## config.mk

```make
export PLATFORM = sky130hd
export DESIGN_NAME = grid_led_serial_command_decoder
export DESIGN_NICKNAME = d
export VERILOG_FILES = /design/src/sv/gled_pkg.sv /design/src/sv/gled_ram.sv /design/src/sv/grid_led_serial_command_decoder.sv
export SDC_FILE = /design/constraint.sdc
export NUM_CORES = 2
export LEC_CHECK = 0
export BUFFER_PORTS_ARGS = -buffer_cell sky130_fd_sc_hd__buf_4
export CAP_MARGIN = 20
export CORE_MARGIN = 2
export CORE_UTILIZATION = 50
export DETAILED_ROUTE_END_ITERATION = 16
export MAX_ROUTING_LAYER = met4
export PLACE_DENSITY = 0.71
export SLEW_MARGIN = 20
export SYNTH_ARGS = -nofsm -noshare
export SYNTH_HDL_FRONTEND = slang
export SYNTH_MEMORY_MAX_BITS = 65536
export SYNTH_SLANG_ARGS = --single-unit
```

## constraint.sdc

```tcl
create_clock -name clk -period 51.3 [get_ports clk]
set_input_delay 2.565 -clock clk [delete_from_list [all_inputs] [get_ports clk]]
set_output_delay 2.565 -clock clk [all_outputs]
set_load 0.02 [all_outputs]
```

## src/sv/gled_pkg.sv

```systemverilog
// Package for the grid/ring LED serial command decoder.
// Command codes, argument counts and level gating; no dependencies.
`timescale 1ns / 1ps

package gled_pkg;

  localparam int LED_COUNT_DEF = 512;
  localparam int ID_BYTES_DEF  = 32;
  localparam int RING_SIZE_DEF = 64;

  localparam logic [1:0] CFG_COLS = 2'd0;
  localparam logic [1:0] CFG_ROWS = 2'd1;
  localparam logic [1:0] CFG_THR  = 2'd2;

  localparam logic [7:0] CMD_QUERY      = 8'h00;
  localparam logic [7:0] CMD_ID_Q       = 8'h01;
  localparam logic [7:0] CMD_ID_WR      = 8'h02;
  localparam logic [7:0] CMD_OFS_Q      = 8'h03;
  localparam logic [7:0] CMD_OFS_WR     = 8'h04;
  localparam logic [7:0] CMD_SIZE_Q     = 8'h05;
  localparam logic [7:0] CMD_SIZE_WR    = 8'h06;
  localparam logic [7:0] CMD_ADDR_WR    = 8'h08;
  localparam logic [7:0] CMD_FW_WR      = 8'h0F;
  localparam logic [7:0] CMD_LED_OFF    = 8'h10;
  localparam logic [7:0] CMD_LED_ON     = 8'h11;
  localparam logic [7:0] CMD_ALL_OFF    = 8'h12;
  localparam logic [7:0] CMD_ALL_ON     = 8'h13;
  localparam logic [7:0] CMD_MAP        = 8'h14;
  localparam logic [7:0] CMD_ROW        = 8'h15;
  localparam logic [7:0] CMD_COL        = 8'h16;
  localparam logic [7:0] CMD_INTENSITY  = 8'h17;
  localparam logic [7:0] CMD_LVL_SET    = 8'h18;
  localparam logic [7:0] CMD_LVL_ALL    = 8'h19;
  localparam logic [7:0] CMD_LVL_MAP    = 8'h1A;
  localparam logic [7:0] CMD_LVL_ROW    = 8'h1B;
  localparam logic [7:0] CMD_LVL_COL    = 8'h1C;
  localparam logic [7:0] CMD_KEY_UP     = 8'h20;
  localparam logic [7:0] CMD_KEY_DN     = 8'h21;
  localparam logic [7:0] CMD_ENC_DELTA  = 8'h50;
  localparam logic [7:0] CMD_ENC_UP     = 8'h51;
  localparam logic [7:0] CMD_ENC_DN     = 8'h52;
  localparam logic [7:0] CMD_RING_SET   = 8'h90;
  localparam logic [7:0] CMD_RING_ALL   = 8'h91;
  localparam logic [7:0] CMD_RING_MAP   = 8'h92;
  localparam logic [7:0] CMD_RING_RANGE = 8'h93;
  localparam logic [7:0] CMD_RGB        = 8'hC0;
  localparam logic [7:0] CMD_BRIGHT     = 8'hC1;
  localparam logic [7:0] CMD_RGB_EXT    = 8'hC2;
  localparam logic [7:0] CMD_COLOR_Q    = 8'hC3;

  localparam logic [7:0] LVL_FULL = 8'h0F;

  function automatic logic [5:0] arg_total(input logic [7:0] c, input logic [5:0] ring_map);
    logic [5:0] t;
    t = 6'd0;
    case (c)
      CMD_ID_WR: t = 6'd32;
      CMD_OFS_WR, CMD_COL, CMD_ROW, CMD_LVL_SET, CMD_RING_SET, CMD_RGB: t = 6'd3;
      CMD_SIZE_WR, CMD_ADDR_WR, CMD_LED_OFF, CMD_LED_ON, CMD_KEY_UP, CMD_KEY_DN,
      CMD_ENC_DELTA, CMD_RING_ALL: t = 6'd2;
      CMD_FW_WR: t = 6'd8;
      CMD_MAP: t = 6'd10;
      CMD_INTENSITY, CMD_LVL_ALL, CMD_ENC_UP, CMD_ENC_DN, CMD_BRIGHT: t = 6'd1;
      CMD_LVL_MAP: t = 6'd34;
      CMD_LVL_ROW, CMD_LVL_COL: t = 6'd6;
      CMD_RING_MAP: t = ring_map;
      CMD_RING_RANGE: t = 6'd4;
      CMD_RGB_EXT: t = 6'd5;
      default: t = 6'd0;
    endcase
    return t;
  endfunction

  function automatic logic [7:0] gate(input logic [3:0] nib, input logic [3:0] thr);
    return (nib > thr) ? {4'h0, nib} : 8'h00;
  endfunction

endpackage

```

## src/sv/gled_ram.sv

```systemverilog
// Generic single-port-write, single-port-read RAM with registered read.
// No dependencies.
`timescale 1ns / 1ps

module gled_ram #(
  parameter int WIDTH = 8,
  parameter int DEPTH = 512
) (
  input  logic                     clk,
  input  logic                     we,
  input  logic [$clog2(DEPTH)-1:0] waddr,
  input  logic [WIDTH-1:0]         wdata,
  input  logic [$clog2(DEPTH)-1:0] raddr,
  output logic [WIDTH-1:0]         rdata
);

  logic [WIDTH-1:0] mem [DEPTH];

  always_ff @(posedge clk) begin
    if (we) begin
      mem[waddr] <= wdata;
    end
    rdata <= mem[raddr];
  end

endmodule

```

## src/sv/grid_led_serial_command_decoder.sv

```systemverilog
// Grid/ring LED serial command decoder: byte stream in, reply words out.
// Depends on gled_pkg and gled_ram.
// Timing: a byte is decoded in the cycle after acceptance; a reply word is then registered in
// the output register, the query reply only after a divide in ST_DIV. LED writes follow
// at one per cycle (up to 8 for grid commands, up to 256 for a ring range, LED_COUNT for a
// fill). Replies leave at one word per cycle while out_tready is high, the ID reply with a
// RAM read state between words. Input waits (in_tready low) until the decoder is idle again.
// Reset: synchronous; afterwards a clearing pass over every LED address zeroes both RAMs.
`timescale 1ns / 1ps

module grid_led_serial_command_decoder
  import gled_pkg::*;
#(
  parameter int LED_COUNT = LED_COUNT_DEF,
  parameter int ID_BYTES  = ID_BYTES_DEF,
  parameter int RING_SIZE = RING_SIZE_DEF
) (
  input  logic        clk,
  input  logic        rst_n,
  input  logic        in_tvalid,
  output logic        in_tready,
  input  logic [23:0] in_tdata,   // [7:0] rx_byte, [16:8] led_index, rest zero
  input  logic        in_tuser,   // kind
  output logic        out_tvalid,
  input  logic        out_tready,
  output logic [7:0]  out_tdata,  // [7:0] data_byte
  output logic        out_tuser,  // result_kind
  output logic        out_tlast,
  input  logic        cfg_we,
  input  logic [1:0]  cfg_addr,
  input  logic [5:0]  cfg_wdata
);

  localparam int LED_AW = $clog2(LED_COUNT);
  localparam int ID_AW  = $clog2(ID_BYTES);
  localparam int RIDX_W = $clog2(256 * RING_SIZE + 1);
  localparam logic [5:0] RING_MAP_ARGS = 6'(1 + RING_SIZE / 2);
  localparam logic [7:0] RING_LAST = 8'(RING_SIZE - 1);

  typedef enum logic [3:0] {
    ST_CLEAR, ST_IDLE, ST_DEC, ST_WALK, ST_DIV, ST_REP,
    ST_ID_EM, ST_ID_RD, ST_LRD, ST_LEM
  } state_t;

  typedef enum logic [1:0] {WK_FILL, WK_GRID, WK_RING} walk_t;

  state_t state_r;
  walk_t  wk_r;

  logic [5:0] cols_r;
  logic [4:0] rows_r;
  logic [3:0] thr_r;

  logic       cmdv_r;
  logic [7:0] pend_r;
  logic [5:0] argc_r;
  logic [7:0] args_r [4];
  logic [7:0] red_r, green_r, blue_r, bright_r;

  logic [7:0] byte_r;
  logic [8:0] rd_idx_r;

  logic [LED_AW-1:0] fill_r;
  logic [7:0] wx_r, wy_r, wn_r, wp_r, wend_r;
  logic       horiz_r, bitmap_r, wrap_r;
  logic [2:0] left_r;
  logic [7:0] bits_r, lvl_r, lvl_b_r;

  logic [5:0] dvd_r;
  logic [4:0] rem_r;
  logic [4:0] quo_r;
  logic [2:0] dcnt_r;

  logic [7:0] rep_r [6];
  logic [2:0] rep_n_r, rep_i_r;
  logic [5:0] idc_r;

  logic       out_valid_r, out_kind_r, out_last_r;
  logic [7:0] out_data_r;

  // decode
  logic [7:0] c_sel, run_b, ox, oy, kb;
  logic [5:0] tot;
  logic       finish;
  logic [7:0] args_u [4];

  always_comb begin
    c_sel  = cmdv_r ? pend_r : byte_r;
    tot    = arg_total(c_sel, RING_MAP_ARGS);
    finish = cmdv_r ? ((argc_r + 6'd1) >= tot) : (tot == 6'd0);
    run_b  = cmdv_r ? byte_r : 8'h00;
    ox     = args_r[0] & 8'h08;
    oy     = args_r[1] & 8'h08;
    kb     = 8'(argc_r);
    for (int i = 0; i < 4; i++) begin
      args_u[i] = (cmdv_r && argc_r == 6'(i)) ? byte_r : args_r[i];
    end
  end

  // divider step
  logic [5:0] div_sh;
  logic       div_ge;
  logic [4:0] div_q;
  assign div_sh = {rem_r, dvd_r[5]};
  assign div_ge = div_sh >= {1'b0, rows_r};
  assign div_q  = {quo_r[3:0], div_ge};

  // LED address generation
  logic [11:0]       gidx;
  logic              gvalid;
  logic [RIDX_W-1:0] ridx;
  logic              rvalid;
  assign gidx   = 12'(wy_r[4:0]) * 12'(cols_r) + 12'(wx_r);
  assign gvalid = (wx_r < {2'b00, cols_r}) && (wy_r < {3'b000, rows_r}) &&
                  (gidx < 12'(LED_COUNT));
  assign ridx   = RIDX_W'(wn_r) * RIDX_W'(RING_SIZE) + RIDX_W'(wp_r);
  assign rvalid = ridx < RIDX_W'(LED_COUNT);

  logic              led_we;
  logic [LED_AW-1:0] led_waddr, led_raddr;
  logic [7:0]        led_wdata, led_rdata;
  logic              id_we;
  logic [ID_AW-1:0]  id_waddr, id_raddr;
  logic [7:0]        id_wdata, id_rdata;
  logic [4:0]        id_ptr;
  logic              out_free;
  logic              out_load;

  assign out_free = !out_valid_r || out_tready;
  assign out_load = out_free &&
                    (state_r == ST_REP || state_r == ST_ID_EM || state_r == ST_LEM);
  assign id_ptr   = 5'(idc_r - 6'd1);

  always_comb begin
    led_we    = 1'b0;
    led_waddr = fill_r;
    led_wdata = 8'h00;
    if (state_r == ST_CLEAR) begin
      led_we = 1'b1;
    end else if (state_r == ST_WALK) begin
      unique case (wk_r)
        WK_FILL: begin
          led_we    = 1'b1;
          led_wdata = lvl_r;
        end
        WK_GRID: begin
          led_we    = gvalid;
          led_waddr = LED_AW'(gidx);
          led_wdata = bitmap_r ? (bits_r[0] ? LVL_FULL : 8'h00) : lvl_r;
        end
        WK_RING: begin
          led_we    = rvalid;
          led_waddr = LED_AW'(ridx);
          led_wdata = lvl_r;
        end
        default: led_we = 1'b0;
      endcase
    end
    led_raddr = LED_AW'(rd_idx_r);

    id_we    = 1'b0;
    id_waddr = ID_AW'(fill_r);
    id_wdata = 8'h00;
    if (state_r == ST_CLEAR) begin
      id_we = {1'b0, fill_r} < (LED_AW + 1)'(ID_BYTES);
    end else if (state_r == ST_DEC && cmdv_r && pend_r == CMD_ID_WR) begin
      id_we    = 7'(argc_r) < 7'(ID_BYTES);
      id_waddr = ID_AW'(argc_r);
      id_wdata = byte_r;
    end
    id_raddr = ID_AW'(id_ptr);
  end

  gled_ram #(.WIDTH(8), .DEPTH(LED_COUNT)) u_led_ram (
    .clk   (clk),
    .we    (led_we),
    .waddr (led_waddr),
    .wdata (led_wdata),
    .raddr (led_raddr),
    .rdata (led_rdata)
  );

  gled_ram #(.WIDTH(8), .DEPTH(ID_BYTES)) u_id_ram (
    .clk   (clk),
    .we    (id_we),
    .waddr (id_waddr),
    .wdata (id_wdata),
    .raddr (id_raddr),
    .rdata (id_rdata)
  );

  always_ff @(posedge clk) begin
    if (!rst_n) begin
      state_r     <= ST_CLEAR;
      wk_r        <= WK_FILL;
      fill_r      <= '0;
      cols_r      <= 6'd16;
      rows_r      <= 5'd8;
      thr_r       <= 4'd0;
      cmdv_r      <= 1'b0;
      pend_r      <= 8'h00;
      argc_r      <= 6'd0;
      for (int i = 0; i < 4; i++) args_r[i] <= 8'h00;
      red_r       <= 8'h00;
      green_r     <= 8'h00;
      blue_r      <= 8'h00;
      bright_r    <= 8'h00;
      out_valid_r <= 1'b0;
      rep_i_r     <= 3'd0;
      rep_n_r     <= 3'd0;
      idc_r       <= 6'd0;
      dcnt_r      <= 3'd0;
      left_r      <= 3'd0;
    end else begin
      if (cfg_we) begin
        unique case (cfg_addr)
          CFG_COLS: cols_r <= cfg_wdata;
          CFG_ROWS: rows_r <= cfg_wdata[4:0];
          CFG_THR:  thr_r  <= cfg_wdata[3:0];
          default:  ;
        endcase
      end
      if (out_load) begin
        out_valid_r <= 1'b1;
      end else if (out_valid_r && out_tready) begin
        out_valid_r <= 1'b0;
      end

      unique case (state_r)
        ST_CLEAR: begin
          if (fill_r == LED_AW'(LED_COUNT - 1)) begin
            state_r <= ST_IDLE;
          end else begin
            fill_r <= fill_r + 1'b1;
          end
        end

        ST_IDLE: begin
          if (in_tvalid) begin
            byte_r   <= in_tdata[7:0];
            rd_idx_r <= in_tdata[16:8];
            state_r  <= in_tuser ? ST_LRD : ST_DEC;
          end
        end

        ST_LRD: state_r <= ST_LEM;

        ST_LEM: begin
          if (out_free) begin
            out_kind_r  <= 1'b1;
            out_last_r  <= 1'b1;
            out_data_r  <= (11'(rd_idx_r) < 11'(LED_COUNT)) ? led_rdata : 8'h00;
            state_r     <= ST_IDLE;
          end
        end

        ST_DEC: begin
          if (!cmdv_r && tot != 6'd0) begin
            state_r <= ST_IDLE;
            cmdv_r  <= 1'b1;
            pend_r  <= byte_r;
            argc_r  <= 6'd0;
          end else begin
            if (cmdv_r) begin
              for (int i = 0; i < 4; i++) args_r[i] <= args_u[i];
              if (finish) begin
                cmdv_r <= 1'b0;
                argc_r <= 6'd0;
              end else begin
                argc_r <= argc_r + 6'd1;
              end
            end
            // per-argument writes of map commands
            if (cmdv_r && argc_r >= 6'd2 &&
                (pend_r == CMD_MAP || pend_r == CMD_LVL_MAP ||
                 pend_r == CMD_LVL_ROW || pend_r == CMD_LVL_COL)) begin
              state_r  <= ST_WALK;
              wk_r     <= WK_GRID;
              bits_r   <= byte_r;
              lvl_r    <= gate(byte_r[7:4], thr_r);
              lvl_b_r  <= gate(byte_r[3:0], thr_r);
              bitmap_r <= (pend_r == CMD_MAP);
              left_r   <= (pend_r == CMD_MAP) ? 3'd7 : 3'd1;
              horiz_r  <= (pend_r != CMD_LVL_COL);
              unique case (pend_r)
                CMD_MAP: begin
                  wx_r <= ox;
                  wy_r <= oy + kb - 8'd2;
                end
                CMD_LVL_MAP: begin
                  wx_r <= ox + ((8'd2 * (kb - 8'd2)) & 8'h07);
                  wy_r <= oy + ((8'd2 * (kb - 8'd2)) >> 3);
                end
                CMD_LVL_ROW: begin
                  wx_r <= ox + 8'd2 * (kb - 8'd2);
                  wy_r <= oy;
                end
                default: begin
                  wx_r <= ox;
                  wy_r <= oy + 8'd2 * (kb - 8'd2);
                end
              endcase
            end else if (cmdv_r && argc_r >= 6'd1 && pend_r == CMD_RING_MAP) begin
              state_r <= ST_WALK;
              wk_r    <= WK_RING;
              wn_r    <= args_r[0];
              wp_r    <= 8'd2 * (kb - 8'd1);
              wend_r  <= 8'd2 * (kb - 8'd1) + 8'd1;
              wrap_r  <= 1'b0;
              lvl_r   <= {4'h0, byte_r[7:4]};
              lvl_b_r <= {4'h0, byte_r[3:0]};
            end else if (finish) begin
              unique case (c_sel)
                CMD_QUERY: begin
                  dvd_r   <= cols_r;
                  rem_r   <= 5'd0;
                  quo_r   <= 5'd0;
                  dcnt_r  <= 3'd0;
                  state_r <= ST_DIV;
                end
                CMD_ID_Q: begin
                  idc_r   <= 6'd0;
                  state_r <= ST_ID_EM;
                end
                CMD_OFS_Q: begin
                  rep_r[0] <= 8'h02;
                  rep_r[1] <= 8'h01;
                  rep_r[2] <= 8'h00;
                  rep_r[3] <= 8'h00;
                  rep_n_r  <= 3'd4;
                  rep_i_r  <= 3'd0;
                  state_r  <= ST_REP;
                end
                CMD_SIZE_Q: begin
                  rep_r[0] <= 8'h03;
                  rep_r[1] <= {2'b00, cols_r};
                  rep_r[2] <= {3'b000, rows_r};
                  rep_n_r  <= 3'd3;
                  rep_i_r  <= 3'd0;
                  state_r  <= ST_REP;
                end
                CMD_KEY_UP, CMD_KEY_DN: begin
                  rep_r[0] <= c_sel;
                  rep_r[1] <= args_u[0];
                  rep_r[2] <= run_b;
                  rep_r[3] <= c_sel & 8'h01;
                  rep_n_r  <= 3'd4;
                  rep_i_r  <= 3'd0;
                  state_r  <= ST_REP;
                end
                CMD_ENC_DELTA: begin
                  rep_r[0] <= c_sel;
                  rep_r[1] <= args_u[0];
                  rep_r[2] <= run_b;
                  rep_n_r  <= 3'd3;
                  rep_i_r  <= 3'd0;
                  state_r  <= ST_REP;
                end
                CMD_COLOR_Q: begin
                  rep_r[0] <= c_sel;
                  rep_r[1] <= red_r;
                  rep_r[2] <= green_r;
                  rep_r[3] <= blue_r;
                  rep_r[4] <= bright_r;
                  rep_n_r  <= 3'd5;
                  rep_i_r  <= 3'd0;
                  state_r  <= ST_REP;
                end
                CMD_LED_OFF, CMD_LED_ON, CMD_LVL_SET: begin
                  state_r  <= ST_WALK;
                  wk_r     <= WK_GRID;
                  wx_r     <= args_u[0];
                  wy_r     <= (c_sel == CMD_LVL_SET) ? args_u[1] : run_b;
                  lvl_r    <= (c_sel == CMD_LVL_SET) ? run_b :
                              ((c_sel == CMD_LED_ON) ? LVL_FULL : 8'h00);
                  bitmap_r <= 1'b0;
                  horiz_r  <= 1'b1;
                  left_r   <= 3'd0;
                end
                CMD_ROW, CMD_COL: begin
                  state_r  <= ST_WALK;
                  wk_r     <= WK_GRID;
                  wx_r     <= (c_sel == CMD_ROW) ? (args_u[0] & 8'h08) : args_u[0];
                  wy_r     <= (c_sel == CMD_ROW) ? args_u[1] : (args_u[1] & 8'h08);
                  bits_r   <= run_b;
                  bitmap_r <= 1'b1;
                  horiz_r  <= (c_sel == CMD_ROW);
                  left_r   <= 3'd7;
                end
                CMD_ALL_OFF, CMD_ALL_ON, CMD_INTENSITY, CMD_LVL_ALL: begin
                  state_r <= ST_WALK;
                  wk_r    <= WK_FILL;
                  fill_r  <= '0;
                  lvl_r   <= (c_sel == CMD_ALL_OFF) ? 8'h00 :
                             ((c_sel == CMD_ALL_ON) ? LVL_FULL : run_b);
                end
                CMD_RING_SET, CMD_RING_ALL, CMD_RING_RANGE: begin
                  state_r <= ST_WALK;
                  wk_r    <= WK_RING;
                  wn_r    <= args_u[0];
                  lvl_r   <= run_b;
                  lvl_b_r <= run_b;
                  wrap_r  <= (c_sel == CMD_RING_RANGE) && !(args_u[1] < args_u[2]) &&
                             (args_u[1] <= RING_LAST);
                  if (c_sel == CMD_RING_SET) begin
                    wp_r   <= args_u[1];
                    wend_r <= args_u[1];
                  end else if (c_sel == CMD_RING_ALL) begin
                    wp_r   <= 8'h00;
                    wend_r <= RING_LAST;
                  end else begin
                    wend_r <= args_u[2];
                    if (args_u[1] <= RING_LAST || args_u[1] < args_u[2]) begin
                      wp_r <= args_u[1];
                    end else begin
                      wp_r <= 8'h00;
                    end
                  end
                end
                CMD_RGB: begin
                  red_r   <= args_u[0];
                  green_r <= args_u[1];
                  blue_r  <= run_b;
                  state_r <= ST_IDLE;
                end
                CMD_BRIGHT: begin
                  bright_r <= run_b;
                  state_r  <= ST_IDLE;
                end
                CMD_RGB_EXT: begin
                  red_r   <= args_u[2];
                  green_r <= args_u[3];
                  blue_r  <= run_b;
                  state_r <= ST_IDLE;
                end
                default: state_r <= ST_IDLE;
              endcase
            end else begin
              state_r <= ST_IDLE;
            end
          end
        end

        ST_WALK: begin
          unique case (wk_r)
            WK_FILL: begin
              if (fill_r == LED_AW'(LED_COUNT - 1)) begin
                state_r <= ST_IDLE;
              end else begin
                fill_r <= fill_r + 1'b1;
              end
            end
            WK_GRID: begin
              if (horiz_r) begin
                wx_r <= wx_r + 8'd1;
              end else begin
                wy_r <= wy_r + 8'd1;
              end
              lvl_r  <= lvl_b_r;
              bits_r <= bits_r >> 1;
              if (left_r == 3'd0) begin
                state_r <= ST_IDLE;
              end else begin
                left_r <= left_r - 3'd1;
              end
            end
            WK_RING: begin
              lvl_r <= lvl_b_r;
              if (wrap_r && wp_r == RING_LAST) begin
                wp_r   <= 8'h00;
                wrap_r <= 1'b0;
              end else if (!wrap_r && wp_r == wend_r) begin
                state_r <= ST_IDLE;
              end else begin
                wp_r <= wp_r + 8'd1;
              end
            end
            default: state_r <= ST_IDLE;
          endcase
        end

        ST_DIV: begin
          rem_r  <= div_ge ? 5'(div_sh - {1'b0, rows_r}) : div_sh[4:0];
          quo_r  <= div_q;
          dvd_r  <= dvd_r << 1;
          dcnt_r <= dcnt_r + 3'd1;
          if (dcnt_r == 3'd5) begin
            rep_r[0] <= 8'h00;
            rep_r[1] <= 8'h01;
            rep_r[2] <= (rows_r == 5'd0) ? 8'h00 : {quo_r[4], div_q, 2'b00} >> 2;
            rep_r[3] <= 8'h00;
            rep_r[4] <= 8'h02;
            rep_r[5] <= (rows_r == 5'd0) ? 8'h00 : {quo_r[4], div_q, 2'b00} >> 2;
            rep_n_r  <= 3'd6;
            rep_i_r  <= 3'd0;
            state_r  <= ST_REP;
          end
        end

        ST_REP: begin
          if (out_free) begin
            out_kind_r  <= 1'b0;
            out_data_r  <= rep_r[rep_i_r];
            out_last_r  <= (rep_i_r == rep_n_r - 3'd1);
            if (rep_i_r == rep_n_r - 3'd1) begin
              state_r <= ST_IDLE;
            end else begin
              rep_i_r <= rep_i_r + 3'd1;
            end
          end
        end

        ST_ID_RD: state_r <= ST_ID_EM;

        ST_ID_EM: begin
          if (out_free) begin
            out_kind_r  <= 1'b0;
            out_last_r  <= (idc_r == 6'd32);
            if (idc_r == 6'd0) begin
              out_data_r <= 8'h01;
            end else begin
              out_data_r <= (7'(id_ptr) < 7'(ID_BYTES)) ? id_rdata : 8'h00;
            end
            if (idc_r == 6'd32) begin
              state_r <= ST_IDLE;
            end else begin
              idc_r   <= idc_r + 6'd1;
              state_r <= ST_ID_RD;
            end
          end
        end

        default: state_r <= ST_IDLE;
      endcase
    end
  end

  assign in_tready  = (state_r == ST_IDLE);
  assign out_tvalid = out_valid_r;
  assign out_tdata  = out_data_r;
  assign out_tuser  = out_kind_r;
  assign out_tlast  = out_last_r;

`ifndef SYNTHESIS
  a_accept_decodes: assert property (@(posedge clk) disable iff (!rst_n)
    (in_tvalid && in_tready) |=> !in_tready)
    else $error("input taken again before decode");

  a_no_input_in_clear: assert property (@(posedge clk) disable iff (!rst_n)
    (state_r == ST_CLEAR) |-> !in_tready)
    else $error("input ready during clearing pass");

  a_argc_bound: assert property (@(posedge clk) disable iff (!rst_n)
    cmdv_r |-> (argc_r < arg_total(pend_r, RING_MAP_ARGS)))
    else $error("argument count beyond command length");

  a_one_writer: assert property (@(posedge clk) disable iff (!rst_n)
    (led_we && state_r != ST_CLEAR) |-> (state_r == ST_WALK))
    else $error("LED store written outside a walk");
`endif

endmodule
```

==> results.cfg <==
[clock_tree]
h-tree-depth = 5
clockBufferDepth = 4
root_buffer = clkbuf_16
cts_tree = yes
clk_pin_slew_ps = 60
numCtsBuffers = 448
post_cts.repair.setup_buffers = 0
hold_buffers = 0
cts_resized = 0
cts_sinks = 4655
clk_latency_ps = 1020

[cells_and_area]
areaGrowthSynthToFinish_pct = 11.24
final_core_util_pct = 55.96
fin_area_sq_um = 206900
final_nets = 9311
nFillCells = 26660
seq_area_sq_um = 138600
drive_gt1_share_pct = 24.29
multi_input_area_sq_um = 45170

[logic_synthesis]
syn_area_per_cell_sq_um = 20.64
yosysMostFrequentCell = edfxtp_1
synth-main-ff-cell = edfxtp_1
yosysWarnings = 0
synth_area_leaders = edfxtp_1 (73%), mux4_2 (17%), nor2_1 (1.5%)
synthCells = 9009
synthTopCellsByCount = edfxtp_1 (4540), mux4_2 (1368), nor2_1 (767)
ys_seq_elements = 4655
synth_top_area_share_pct = 73.30
synth_cell_types = 93
synthArstFlopShare_pct = 0
syn-cell-area_sq_um = 186000
yosys.area.top_type = edfxtp_1
synth_edf_count = 4540
yosysSeqAreaShare_pct = 74.54

[placed_design]
postPlaceCellArea_sq_um = 192100
place.gp.congestion = 0.9438
io_buffers = 42
dp_hpwl_microns = 267100
pre_cts_slack_ps = 43970

[timing]
worst_slack_ps = 44060
post-route-period-util_pct = 14.12
clock.fmax_mhz = 138.0
maxSlewViolCount = 0
slew_headroom_pct = 21.17
tns_ps = 0
finalClockSkew_ps = 86.71
fin_crit_ps = 7245
rsz0062_at_grt = no
tightest_slew_ps = 1170
setup_viol = 0
final_hold_viol_count = 0

[setup_path]
critical_path.cell_chain = and2_1 -> fa_1 -> inv_1 -> fa_1 -> inv_1 -> fa_1 -> ha_1 -> a21oi_1 -> o21ai_0 -> a21oi_1 -> mux2i_1 -> nand2_1 -> buf_4 -> nor2_1 -> nand3_1 -> nor2_1
crit_slowest_cell = nor2_1
crit_path_max_fanout = 16
crit_required_ps = 51870
criticalPathCategory = flop to flop
cp_num_buf_inv = 3
max_stage_delay_ps = 1060
arrival_ps = 7820
critical_path.top_delay_family = simple AND/OR/NAND/NOR gates
critPathCaptureType = flop
cp-start-kind = flop
cp_common_cell = fa_1

[drt]
dr.pass1.iters = 6
drtAntennaViolNets = 0
routed_wl_microns = 440000
vias = 91600
wl_per_cell_microns = 30.36
drc = 0
drtIter0Drc = 12000
detail_route.vias_per_cell = 6.321

[power_and_ir_drop]
power_density_nw_per_um2 = 38.74
peakVddDrop_mv = 0.03272
leakage_uw = 0.05915

[die]
die_x_microns = 613.9
die_area_sq_um = 376900
ioPinCount = 50
core_area_sq_um = 369700
num_rows = 223
initial_core_util_pct = 50.31
dieHeight_microns = 613.9

[run]
maxCapViolations = 0

[global_route]
first_global_vias = 91850
grt_overflow = 0
grt_usage_pct = 23.98
antenna_found_initial = 9
grt_pass1_wl_microns = 641700
grt_max_degree = 213

[run_status]
outcome = finished clean

[worst_hold_path]
hold_class = flop to flop
==> stage by stage <==
step | hold WS [ps] | total power [uW] | cells
2_1_floorplan | 429.6 | 4618 | 9010
3_3_place_gp | 439.5 | 4803 | 13650
3_5_place_dp | 446.9 | 4815 | 13650
4_1_cts | 455.9 | 8051 | 14480
5_1_grt | 473.3 | 8228 | 14490
6_report | 455.0 | 8015 | 14490
==> flip-flops by register name (all words and copies together) (netlist names), 9 cells and up, named ones only <==
register / count
u_led_ram.mem: 4096
args_r: 32
led_raddr: 9
fill_r: 9
rep_r: 46
u_id_ram.mem: 256
==> power by group <==
group,switching (uW),total [uW],internal [uW]
sequential,20.8,4210,4180
clock,1410,3280,1860
combinational,369,535,165
==> layer usage <==
metal | track usage (%) | vias to the layer above | part of all wire, %
li1 | - | 37530 | -
met1 | 32.62 | 48620 | 39
met2 | 37.59 | 4671 | 49
met3 | 3.861 | 788 | 8.9
met4 | 7.652 | 0 | 3.6
met5 | - | - | 0
==> kinds of logic after synthesis <==
| group | count (synthesis) | synth area share [%] |
|---|---|---|
| fa+ha+maj | 117 | 0.8800 |
| buf+inv | 622 | 1.298 |
| simple gates | 1494 | 3.580 |
| other cells | 1 | 0.002016 |
| compound gates | 488 | 1.749 |
| xor+xnor | 66 | 0.3108 |
| flops | 4655 | 74.54 |
| mux | 1566 | 17.64 |
==> worst min-delay path, delay by kind of cell, from the launching register on <==
family          cells  cell delay, ps
flops               1             300
compound gates      1              60
simple gates        1              50
==> path summary, 6_finish.rpt <==
path	startpoint	endpoint	slack, ps	cells past startpoint
hold / removal	bright_r[4]	bright_r[4]	460	2
setup reg to reg	wy_r[2]	u_led_ram.mem[0][1]	44060	16
setup / recovery	wy_r[2]	u_led_ram.mem[0][1]	44060	16
hold reg to reg	bright_r[4]	bright_r[4]	460	2
==> cell type report <==
type	count	share of cell area (%)
diodes	5	0.006048
inverters	100	0.1814
clock buffers	554	5.711
repair buffers	218	0.9326
flip-flops and latches	4655	67.01
multi-input cells	3733	21.83
clock inverters	276	1.327
well taps	4950	2.994
==> placed cells by master, fill, tap and decap left out, types with 36 or more instances in the layout <==
master	instances
a21oi_1	113
a22oi_1	57
and2_1	48
buf_4	189
bufinv_16	45
clkbuf_1	91
clkbuf_16	453
clkinv_1	103
clkinv_2	74
dfxtp_1	113
edfxtp_1	4540
ha_1	93
inv_1	99
mux2i_1	187
mux4_2	1368
nand2_1	285
nand3_1	115
nand4_1	44
nor2_1	765
nor3_1	36
o21ai_0	118
(Power assumes the default switching activity.)
